## src/sv/mtsd_pkg.sv

```systemverilog
// Shared types and constants of the Morse text stream decoder.
package mtsd_pkg;

    // Longest code (in symbols) that still walks the tree
    localparam int MAX_CODE_LEN = 7;
    // Ceiling for the pending word-space counter
    localparam int MAX_PENDING = 15;

    // Position at or above which a further step runs off the tree
    localparam int POS_LIMIT = ((1 << MAX_CODE_LEN) < 128) ? (1 << MAX_CODE_LEN) : 128;
    localparam int PENDING_CAP = (MAX_PENDING < 15) ? MAX_PENDING : 15;

    // Tree table geometry
    localparam int TABLE_DEPTH = 256;
    localparam int TABLE_WIDTH = 8;

    // Command queue between front and back
    localparam int QUEUE_DEPTH = 4;

    // Character codes
    localparam logic [7:0] SYM_DOT   = 8'h2E;
    localparam logic [7:0] SYM_DASH  = 8'h2D;
    localparam logic [7:0] SYM_SPACE = 8'h20;
    localparam logic [7:0] CHAR_TAB  = 8'h09;
    localparam logic [7:0] CHAR_CR   = 8'h0D;

    // Spaces in a row that close a word
    localparam logic [2:0] WORD_SPACES = 3'd6;

    // Request kinds
    typedef enum logic [0:0] {
        CMD_DECODE = 1'b0,
        CMD_WRITE  = 1'b1
    } cmd_kind_t;

    // Command handed from the front to the back
    typedef struct packed {
        cmd_kind_t  kind;
        logic [7:0] addr;      // tree position to look up, or table entry to write
        logic [7:0] wdata;     // table value for a write
        logic       finish;    // a letter ends here
        logic       broken;    // that letter ran off the tree
        logic       add_pend;  // a non-empty word closed: one more pending space
        logic       eom;       // end of message: flush pending spaces
    } cmd_t;

endpackage

```

## src/sv/morse_text_stream_decoder_core.sv

```systemverilog
// A request's first result goes through the queue, the execute stage and the output register.
// Throughput: one request per cycle while the queue is not full; results leave one per cycle
//   while out_ready is high; a four-entry queue absorbs the gap as results hold the back end.
// Table writes and lookups share one RAM port in request order, so a letter sees prior writes.
// Reset: tree table reads as empty (per-entry valid bits cleared at once), walk at the root,
//   all counters zero; no clearing pass, requests are taken from the first cycle after reset.
module morse_text_stream_decoder_core (
    input  logic       clk,
    input  logic       rst_n,
    input  logic       in_valid,
    output logic       in_ready,
    input  logic       req_type,
    input  logic [7:0] char_in,
    input  logic       end_of_message,
    input  logic [7:0] table_index,
    input  logic [7:0] table_value,
    output logic       out_valid,
    input  logic       out_ready,
    output logic [7:0] out_char,
    output logic       out_last
);

    mtsd_pkg::cmd_t push_cmd;
    mtsd_pkg::cmd_t head_cmd;
    logic           cmd_push;
    logic           q_full;
    logic           head_valid;
    logic           cmd_pop;

    // Front: classify characters, walk the tree position
    mtsd_front u_front (
        .clk            (clk),
        .rst_n          (rst_n),
        .in_valid       (in_valid),
        .in_ready       (in_ready),
        .req_type       (req_type),
        .char_in        (char_in),
        .end_of_message (end_of_message),
        .table_index    (table_index),
        .table_value    (table_value),
        .q_full         (q_full),
        .cmd_push       (cmd_push),
        .cmd            (push_cmd)
    );

    // Command queue
    mtsd_queue u_queue (
        .clk        (clk),
        .rst_n      (rst_n),
        .push       (cmd_push),
        .push_data  (push_cmd),
        .full       (q_full),
        .pop        (cmd_pop),
        .head_valid (head_valid),
        .head       (head_cmd)
    );

    // Back: table lookup and result sequencing
    mtsd_back u_back (
        .clk       (clk),
        .rst_n     (rst_n),
        .cmd_valid (head_valid),
        .cmd       (head_cmd),
        .cmd_pop   (cmd_pop),
        .out_valid (out_valid),
        .out_ready (out_ready),
        .out_char  (out_char),
        .out_last  (out_last)
    );

endmodule

```

## src/sv/mtsd_ram.sv

```systemverilog
// Generic single-port RAM with registered read.
module mtsd_ram #(
    parameter int WIDTH = 8,
    parameter int DEPTH = 256
) (
    input  logic                     clk,
    input  logic                     we,
    input  logic                     re,
    input  logic [$clog2(DEPTH)-1:0] addr,
    input  logic [WIDTH-1:0]         wdata,
    output logic [WIDTH-1:0]         rdata
);

    logic [WIDTH-1:0] mem [DEPTH];
    logic [WIDTH-1:0] rdata_reg;

    always_ff @(posedge clk)
    begin
        if (we)
        begin
            mem[addr] <= wdata;
        end
        if (re)
        begin
            rdata_reg <= mem[addr];
        end
    end

    assign rdata = rdata_reg;

endmodule

```

## src/sv/mtsd_front.sv

```systemverilog
// Front end: accepts requests, tracks letter/word state, issues commands.
module mtsd_front (
    input  logic               clk,
    input  logic               rst_n,
    input  logic               in_valid,
    output logic               in_ready,
    input  logic               req_type,
    input  logic [7:0]         char_in,
    input  logic               end_of_message,
    input  logic [7:0]         table_index,
    input  logic [7:0]         table_value,
    input  logic               q_full,
    output logic               cmd_push,
    output mtsd_pkg::cmd_t     cmd
);

    logic       in_letter_reg, in_letter_next;
    logic       broken_reg, broken_next;
    logic [7:0] pos_reg, pos_next;
    logic [2:0] run_reg, run_next;
    logic       whl_reg, whl_next;

    logic       accept;
    logic       is_write;
    logic       is_space;
    logic       is_ws;
    logic       is_dot;
    logic       is_dash;
    logic       finish;
    logic       add_pend;
    logic [7:0] fin_pos;
    logic       fin_broken;

    assign in_ready = !q_full;
    assign accept   = in_valid && in_ready;
    assign is_write = (mtsd_pkg::cmd_kind_t'(req_type) == mtsd_pkg::CMD_WRITE);
    assign is_space = (char_in == mtsd_pkg::SYM_SPACE);
    assign is_ws    = is_space || (char_in >= mtsd_pkg::CHAR_TAB && char_in <= mtsd_pkg::CHAR_CR);
    assign is_dot   = (char_in == mtsd_pkg::SYM_DOT);
    assign is_dash  = (char_in == mtsd_pkg::SYM_DASH);

    // Letter walk, space run and end-of-message handling
    always_comb
    begin
        in_letter_next = in_letter_reg;
        broken_next    = broken_reg;
        pos_next       = pos_reg;
        run_next       = run_reg;
        whl_next       = whl_reg;
        finish         = 1'b0;
        add_pend       = 1'b0;
        fin_pos        = pos_reg;
        fin_broken     = broken_reg;

        if (accept && !is_write)
        begin
            if (is_ws)
            begin
                if (in_letter_reg)
                begin
                    finish         = 1'b1;
                    in_letter_next = 1'b0;
                    broken_next    = 1'b0;
                    pos_next       = 8'd1;
                end
            end
            else
            begin
                if (!in_letter_reg)
                begin
                    in_letter_next = 1'b1;
                    broken_next    = 1'b0;
                    pos_next       = 8'd1;
                    whl_next       = 1'b1;
                end
                if ((is_dot || is_dash) && !broken_next)
                begin
                    if (pos_next >= 8'(mtsd_pkg::POS_LIMIT))
                    begin
                        broken_next = 1'b1;
                    end
                    else
                    begin
                        pos_next = {pos_next[6:0], is_dash};
                    end
                end
            end

            // six spaces in a row close a word
            if (is_space)
            begin
                if (run_reg == mtsd_pkg::WORD_SPACES - 3'd1)
                begin
                    run_next = 3'd0;
                    if (whl_next)
                    begin
                        add_pend = 1'b1;
                    end
                    whl_next = 1'b0;
                end
                else
                begin
                    run_next = run_reg + 3'd1;
                end
            end
            else
            begin
                run_next = 3'd0;
            end

            if (end_of_message)
            begin
                if (in_letter_next)
                begin
                    finish     = 1'b1;
                    fin_pos    = pos_next;
                    fin_broken = broken_next;
                end
                if (whl_next)
                begin
                    add_pend = 1'b1;
                end
                in_letter_next = 1'b0;
                broken_next    = 1'b0;
                pos_next       = 8'd1;
                run_next       = 3'd0;
                whl_next       = 1'b0;
            end
        end
    end

    // Command build; requests with no effect on the back are not queued
    always_comb
    begin
        cmd.kind     = is_write ? mtsd_pkg::CMD_WRITE : mtsd_pkg::CMD_DECODE;
        cmd.addr     = is_write ? table_index : fin_pos;
        cmd.wdata    = table_value;
        cmd.finish   = finish;
        cmd.broken   = fin_broken;
        cmd.add_pend = add_pend;
        cmd.eom      = end_of_message;
        cmd_push     = accept && (is_write || finish || add_pend || end_of_message);
    end

    always_ff @(posedge clk or negedge rst_n)
    begin
        if (!rst_n)
        begin
            in_letter_reg <= 1'b0;
            broken_reg    <= 1'b0;
            pos_reg       <= 8'd1;
            run_reg       <= 3'd0;
            whl_reg       <= 1'b0;
        end
        else
        begin
            in_letter_reg <= in_letter_next;
            broken_reg    <= broken_next;
            pos_reg       <= pos_next;
            run_reg       <= run_next;
            whl_reg       <= whl_next;
        end
    end

endmodule

```

## src/sv/mtsd_queue.sv

```systemverilog
// Short command queue between front and back.
module mtsd_queue (
    input  logic           clk,
    input  logic           rst_n,
    input  logic           push,
    input  mtsd_pkg::cmd_t push_data,
    output logic           full,
    input  logic           pop,
    output logic           head_valid,
    output mtsd_pkg::cmd_t head
);

    localparam int AW = $clog2(mtsd_pkg::QUEUE_DEPTH);

    mtsd_pkg::cmd_t entry_reg [mtsd_pkg::QUEUE_DEPTH];
    logic [AW-1:0]  wr_ptr_reg, wr_ptr_next;
    logic [AW-1:0]  rd_ptr_reg, rd_ptr_next;
    logic [AW:0]    count_reg, count_next;

    assign full       = (count_reg == (AW+1)'(mtsd_pkg::QUEUE_DEPTH));
    assign head_valid = (count_reg != '0);
    assign head       = entry_reg[rd_ptr_reg];

    // Pointer and fill count update
    always_comb
    begin
        wr_ptr_next = wr_ptr_reg;
        rd_ptr_next = rd_ptr_reg;
        count_next  = count_reg;
        if (push)
        begin
            wr_ptr_next = (wr_ptr_reg == AW'(mtsd_pkg::QUEUE_DEPTH - 1)) ? '0 : wr_ptr_reg + 1'b1;
        end
        if (pop)
        begin
            rd_ptr_next = (rd_ptr_reg == AW'(mtsd_pkg::QUEUE_DEPTH - 1)) ? '0 : rd_ptr_reg + 1'b1;
        end
        if (push && !pop)
        begin
            count_next = count_reg + 1'b1;
        end
        else if (pop && !push)
        begin
            count_next = count_reg - 1'b1;
        end
    end

    always_ff @(posedge clk)
    begin
        if (push)
        begin
            entry_reg[wr_ptr_reg] <= push_data;
        end
    end

    always_ff @(posedge clk or negedge rst_n)
    begin
        if (!rst_n)
        begin
            wr_ptr_reg <= '0;
            rd_ptr_reg <= '0;
            count_reg  <= '0;
        end
        else
        begin
            wr_ptr_reg <= wr_ptr_next;
            rd_ptr_reg <= rd_ptr_next;
            count_reg  <= count_next;
        end
    end

endmodule

```

## src/sv/mtsd_back.sv

```systemverilog
// Back end: tree table, pending spaces and result sequencing.
module mtsd_back (
    input  logic           clk,
    input  logic           rst_n,
    input  logic           cmd_valid,
    input  mtsd_pkg::cmd_t cmd,
    output logic           cmd_pop,
    output logic           out_valid,
    input  logic           out_ready,
    output logic [7:0]     out_char,
    output logic           out_last
);

    // Tree table with per-entry valid bits (unwritten entries read as zero)
    logic [mtsd_pkg::TABLE_DEPTH-1:0] valid_reg, valid_next;
    logic                             ram_we;
    logic                             ram_re;
    logic [mtsd_pkg::TABLE_WIDTH-1:0] ram_rdata;

    // Execute stage
    logic       ex_valid_reg, ex_valid_next;
    logic       fresh_reg, fresh_next;
    logic       hit_reg, hit_next;
    logic       ex_finish_reg, ex_finish_next;
    logic       ex_broken_reg, ex_broken_next;
    logic       ex_add_reg, ex_add_next;
    logic       ex_eom_reg, ex_eom_next;
    logic [3:0] rem_reg, rem_next;
    logic       char_reg, char_next;
    logic [3:0] pending_reg, pending_next;

    // Output register
    logic       out_valid_reg, out_valid_next;
    logic [7:0] out_char_reg, out_char_next;
    logic       out_last_reg, out_last_next;

    logic [7:0] ch;
    logic       letter_ok;
    logic [3:0] pend1;
    logic [3:0] pend2;
    logic [3:0] fresh_spaces;
    logic [3:0] cur_spaces;
    logic       cur_char;
    logic       has_result;
    logic       out_free;
    logic       emit;
    logic       emit_last;
    logic       ex_done;
    logic       pop_decode;
    logic       pop_write;

    mtsd_ram #(
        .WIDTH (mtsd_pkg::TABLE_WIDTH),
        .DEPTH (mtsd_pkg::TABLE_DEPTH)
    ) u_table (
        .clk   (clk),
        .we    (ram_we),
        .re    (ram_re),
        .addr  (cmd.addr),
        .wdata (cmd.wdata),
        .rdata (ram_rdata)
    );

    // Result counts for the command in the execute stage
    always_comb
    begin
        ch        = (hit_reg && !ex_broken_reg) ? ram_rdata : 8'd0;
        letter_ok = ex_finish_reg && (ch != 8'd0);
        pend1     = letter_ok ? 4'd0 : pending_reg;
        pend2     = (ex_add_reg && pend1 < 4'(mtsd_pkg::PENDING_CAP)) ? pend1 + 4'd1 : pend1;
        if (letter_ok)
        begin
            fresh_spaces = pending_reg;
        end
        else if (ex_eom_reg && pend2 != 4'd0)
        begin
            fresh_spaces = pend2 - 4'd1;
        end
        else
        begin
            fresh_spaces = 4'd0;
        end
        cur_spaces = fresh_reg ? fresh_spaces : rem_reg;
        cur_char   = fresh_reg ? letter_ok : char_reg;
        has_result = (cur_spaces != 4'd0) || cur_char;
        out_free   = !out_valid_reg || out_ready;
        emit       = ex_valid_reg && has_result && out_free;
        emit_last  = (cur_spaces == 4'd0) || (cur_spaces == 4'd1 && !cur_char);
        ex_done    = ex_valid_reg && (!has_result || (emit && emit_last));
    end

    // Command pop and table access
    assign cmd_pop    = cmd_valid && (!ex_valid_reg || ex_done);
    assign pop_decode = cmd_pop && (cmd.kind == mtsd_pkg::CMD_DECODE);
    assign pop_write  = cmd_pop && (cmd.kind == mtsd_pkg::CMD_WRITE);
    assign ram_we     = pop_write;
    assign ram_re     = pop_decode;

    // Execute stage and pending counter update
    always_comb
    begin
        valid_next     = valid_reg;
        ex_valid_next  = ex_valid_reg;
        fresh_next     = fresh_reg;
        hit_next       = hit_reg;
        ex_finish_next = ex_finish_reg;
        ex_broken_next = ex_broken_reg;
        ex_add_next    = ex_add_reg;
        ex_eom_next    = ex_eom_reg;
        rem_next       = rem_reg;
        char_next      = char_reg;
        pending_next   = pending_reg;

        if (ex_valid_reg)
        begin
            fresh_next = 1'b0;
            rem_next   = (emit && cur_spaces != 4'd0) ? cur_spaces - 4'd1 : cur_spaces;
            char_next  = (emit && cur_spaces == 4'd0) ? 1'b0 : cur_char;
            if (fresh_reg)
            begin
                pending_next = ex_eom_reg ? 4'd0 : pend2;
            end
            if (ex_done)
            begin
                ex_valid_next = 1'b0;
            end
        end

        if (pop_write)
        begin
            valid_next[cmd.addr] = 1'b1;
        end

        if (pop_decode)
        begin
            ex_valid_next  = 1'b1;
            fresh_next     = 1'b1;
            hit_next       = valid_reg[cmd.addr];
            ex_finish_next = cmd.finish;
            ex_broken_next = cmd.broken;
            ex_add_next    = cmd.add_pend;
            ex_eom_next    = cmd.eom;
        end
    end

    // Output register: spaces first, then the letter
    always_comb
    begin
        out_char_next = out_char_reg;
        out_last_next = out_last_reg;
        if (emit)
        begin
            out_valid_next = 1'b1;
            out_char_next  = (cur_spaces == 4'd0) ? ch : mtsd_pkg::SYM_SPACE;
            out_last_next  = emit_last;
        end
        else if (out_ready)
        begin
            out_valid_next = 1'b0;
        end
        else
        begin
            out_valid_next = out_valid_reg;
        end
    end

    always_ff @(posedge clk or negedge rst_n)
    begin
        if (!rst_n)
        begin
            valid_reg     <= '0;
            ex_valid_reg  <= 1'b0;
            fresh_reg     <= 1'b0;
            hit_reg       <= 1'b0;
            ex_finish_reg <= 1'b0;
            ex_broken_reg <= 1'b0;
            ex_add_reg    <= 1'b0;
            ex_eom_reg    <= 1'b0;
            rem_reg       <= 4'd0;
            char_reg      <= 1'b0;
            pending_reg   <= 4'd0;
            out_valid_reg <= 1'b0;
        end
        else
        begin
            valid_reg     <= valid_next;
            ex_valid_reg  <= ex_valid_next;
            fresh_reg     <= fresh_next;
            hit_reg       <= hit_next;
            ex_finish_reg <= ex_finish_next;
            ex_broken_reg <= ex_broken_next;
            ex_add_reg    <= ex_add_next;
            ex_eom_reg    <= ex_eom_next;
            rem_reg       <= rem_next;
            char_reg      <= char_next;
            pending_reg   <= pending_next;
            out_valid_reg <= out_valid_next;
        end
    end

    always_ff @(posedge clk)
    begin
        out_char_reg <= out_char_next;
        out_last_reg <= out_last_next;
    end

    assign out_valid = out_valid_reg;
    assign out_char  = out_char_reg;
    assign out_last  = out_last_reg;

endmodule
```

## config.mk

```make
export PLATFORM = sky130hd
export DESIGN_NAME = morse_text_stream_decoder_core
export DESIGN_NICKNAME = d
export VERILOG_FILES = /design/src/sv/mtsd_pkg.sv /design/src/sv/morse_text_stream_decoder_core.sv /design/src/sv/mtsd_ram.sv /design/src/sv/mtsd_front.sv /design/src/sv/mtsd_queue.sv /design/src/sv/mtsd_back.sv
export SDC_FILE = /design/constraint.sdc
export NUM_CORES = 2
export LEC_CHECK = 0
export BUFFER_PORTS_ARGS = -buffer_cell sky130_fd_sc_hd__buf_2
export CORE_ASPECT_RATIO = 0.6
export CORE_MARGIN = 8
export CORE_UTILIZATION = 55
export DETAILED_ROUTE_END_ITERATION = 16
export GPL_ROUTABILITY_DRIVEN = 0
export PLACE_DENSITY_LB_ADDON = 0.2
export SLEW_MARGIN = 20
export SYNTH_ARGS = -nofsm -noshare
export SYNTH_HDL_FRONTEND = slang
export SYNTH_SLANG_ARGS = --single-unit
```

## constraint.sdc

```tcl
create_clock -name clk -period 7.2 [get_ports clk]
set_input_delay 0.72 -clock clk [delete_from_list [all_inputs] [get_ports clk]]
set_output_delay 0.72 -clock clk [all_outputs]
set_load 0.01 [all_outputs]
```

==> flow_summary.toml <==
[setup_path]
critPathMaxFanout = 13
worstReg2RegEnd = "u_back.u_table.mem[143][3]"
reg2reg_depth = 18
cp_cell_sequence = "or4_1 > o211ai_2 > and2_1 > ha_1 > xor2_1 > o211ai_1 > a31oi_1 > or3b_2 > a41oi_1 > ha_1 > a21oi_1 > o21ai_1 > o211ai_1 > a21oi_2 > buf_4 > nand4_1 > buf_4 > nor2_1"
worst-path-buf-inv = 2
critPathArrivalTime_ns = 7.32
required_ns = 7.68
startpoint_type = "flop"
cp-endpoint = "u_back.u_table.mem[143][3]"
worstSetupEndpointType = "flop"
startpoint = "u_back.u_table.rdata[2]"
crit_family = "simple AND/OR/NAND/NOR gates"
reg2reg_setup_slack_ns = 0.35
cp_slowest_cell = "or4_1"
critical_path_class = "reg2reg"
worstSetupPathDepth = 18
r2r_start = "u_back.u_table.rdata[2]"
crit_path_max_incr_delay_ns = 0.64

[timing]
fin_skew_ns = 0.0493
setup-tns-final_ns = 0
period_needed_ns = 6.85
setup_violations = 0
slew_violations = 0
fmax_mhz = 146
slew_headroom = 0.135
rsz0062_at_grt = "no"
fin_crit_sh = 0.951
hold_viol_final = 0
layout_setup_ws_ns = 0.354
worst_pin_slew_ns = 1.30

[synthesis]
synth_seq_area_share = 0.735
synth-edff-count = 2149
syn_area_um2 = 97800
ys.flop_type = "edfxtp_1"
postSynth.asyncResetShare = 0.120
synthDistinctLibCells = 86
synth_area_leader_cell = "edfxtp_1"
postSynthAreaPerCell_um2 = 17.8
yosysTopAreaCellShare = 0.660
ys_ff_latch = 2443
ys_top_cells_by_area = "edfxtp_1, mux4_2, dfrtp_1"
syn-num-nets = 5531
syn_inst = 5491
yosysWarnings = 0

[layout]
seqCellArea_um2 = 71900
largest_reg_flops = 2048
fillers = 12400
drive_gt1_frac = 0.238
syn2layout_area_growth_pct = 12.8
nets = 5735
stdcell_area_um2 = 110000
multi_input_area_um2 = 25200

[place]
place_area_um2 = 103000
port_buffers = 40
dp_slack_ns = 0.635
hpwl_mm = 201

[floorplanning]
initial_core_util = 0.551
pin_count = 41
row_count = 120
die_h_um = 343
die_area_um2 = 192000
coreArea_um2 = 177000
fp.dieW_um = 560

[routing]
vias = 58200
drc_errors = 1
drt_iter0_markers = 9593
wl_per_cell_um = 38.0
viasPerCell = 7.04
first_pass_iters = 14
antenna_left = 0
postRouteWirelength_mm = 314

[outcome]
status = "complete, but fails checks"
violations = "design-rule violations"

[global_routing]
grt_pass1_wl_mm = 435
grt_pass1_vias = 53900
grt_usage = 0.322
grt-ovfl-total = 0
antenna_found_initial = 18
grt_max_degree = 150

[run]
cap_violations = 0

[clock_network]
ctsHtreeMaxLevel = 4
clockBufferDepth = 4
cts-root-buf = "clkbuf_16"
holdBufCountCts = 1
clock_latency_ns = 0.90
postCtsSetupRepairBufs = 0
clock_sinks = 2443
cts_tree = "yes"
numCtsBuffers = 215
cts_resized = 0
clkSlewWorstSetupHoldPaths_ns = 0.06

[power_and_ir_drop]
ir_drop_mv = 0.478
power_leakage_nw = 35.3
power.density_nw_per_um2 = 475

[hold_path]
hp-class = "in2reg"
per-layer routing:
metal | vias up | wire (um) | global-route usage
met5 | - | 483 | 0.00975
met3 | 693 | 56700 | 0.170
met1 | 30000 | 122000 | 0.468
met4 | 24 | 11900 | 0.107
met2 | 4954 | 123000 | 0.413
li1 | 22500 | - | -
report_power, final:
part / internal (mW) / switching, mW
combinational: 6.01 / 16.0
clock: 6.80 / 5.22
sequential: 18.1 / 0.232
worst min-delay path by stage:
stage                          startpoint                      end  slack, ns  cells past startpoint
floorplan                           rst_n          u_back.char_reg       0.42                      0
global placement     u_back.valid_reg[51]     u_back.valid_reg[51]       0.44                      1
detailed placement  u_back.valid_reg[198]    u_back.valid_reg[198]       0.44                      1
CTS                        table_value[0]  u_queue.entry_reg[2][4]       0.04                      1
global route               table_value[2]  u_queue.entry_reg[0][6]       0.06                      1
finish                     table_value[0]  u_queue.entry_reg[2][4]       0.07                      1
cell usage in the layout (no fill, tap or decap), drive strengths merged, types with 151 or more instances in the layout:
cell,count
buf,344
clkbuf,301
dfrtp,293
edfxtp,2149
mux2i,232
mux4,426
nand2,511
nor2,151
nor4,170
or2,203
metrics by stage:
step	utilization	cells	hold WS (ns)	power, mW
after floorplan	-	5491	0.423	29.8
after global placement	0.577	7855	0.438	39.3
after global routing	0.621	8253	0.0599	53.2
after detailed placement	0.578	7856	0.444	39.5
final	0.622	8266	0.0665	52.4
after CTS	0.619	8253	0.0361	51.3
worst reg2reg max path, delay by kind of cell (launching register included):
kind	cells	cell delay (ns)
and+or+nand+nor	5	2.49
AOI/OAI and AO/OA	8	2.00
buffers and inverters	2	0.80
adders and majority gates	2	0.59
DFF	1	0.39
xor gates and xnor gates	1	0.19
synth_stat cells (all sizes together), types with 10 or more instances:
master,count
a21o,16
a221oi,11
buf,194
nor2b,39
nor3,69
inv,19
o21bai,50
and2,22
dfrtp,293
nand2b,10
and3,23
nor2,151
a211oi,39
a32oi,81
or2,203
mux4,426
mux2,16
a22oi,88
edfxtp,2149
o22ai,28
o21ai,38
nor4,170
nand4,65
a31oi,51
a21oi,57
mux2i,232
nand2,511
a22o,12
nand3,132
clkbuf,164
kinds of logic after synthesis:
| family | share of synthesized area |
|---|---|
| DFF | 0.735 |
| and+or+nand+nor | 0.0783 |
| muxes | 0.124 |
| AOI/OAI and AO/OA | 0.0417 |
| buffers and inverters | 0.0189 |
| adders and majority gates | 0.00136 |
| xor gates and xnor gates | 0.000627 |
layout make-up:
type | instances | area share
clock inverter | 95 | 0.0105
tap | 2379 | 0.0270
clock buffer | 301 | 0.0549
antenna | 13 | 0.000295
inverter | 19 | 0.000715
multi-input combinational | 2671 | 0.228
timing repair buffer | 345 | 0.0266
sequential | 2443 | 0.652
Note: power is estimated with default switching activity, not from simulation.
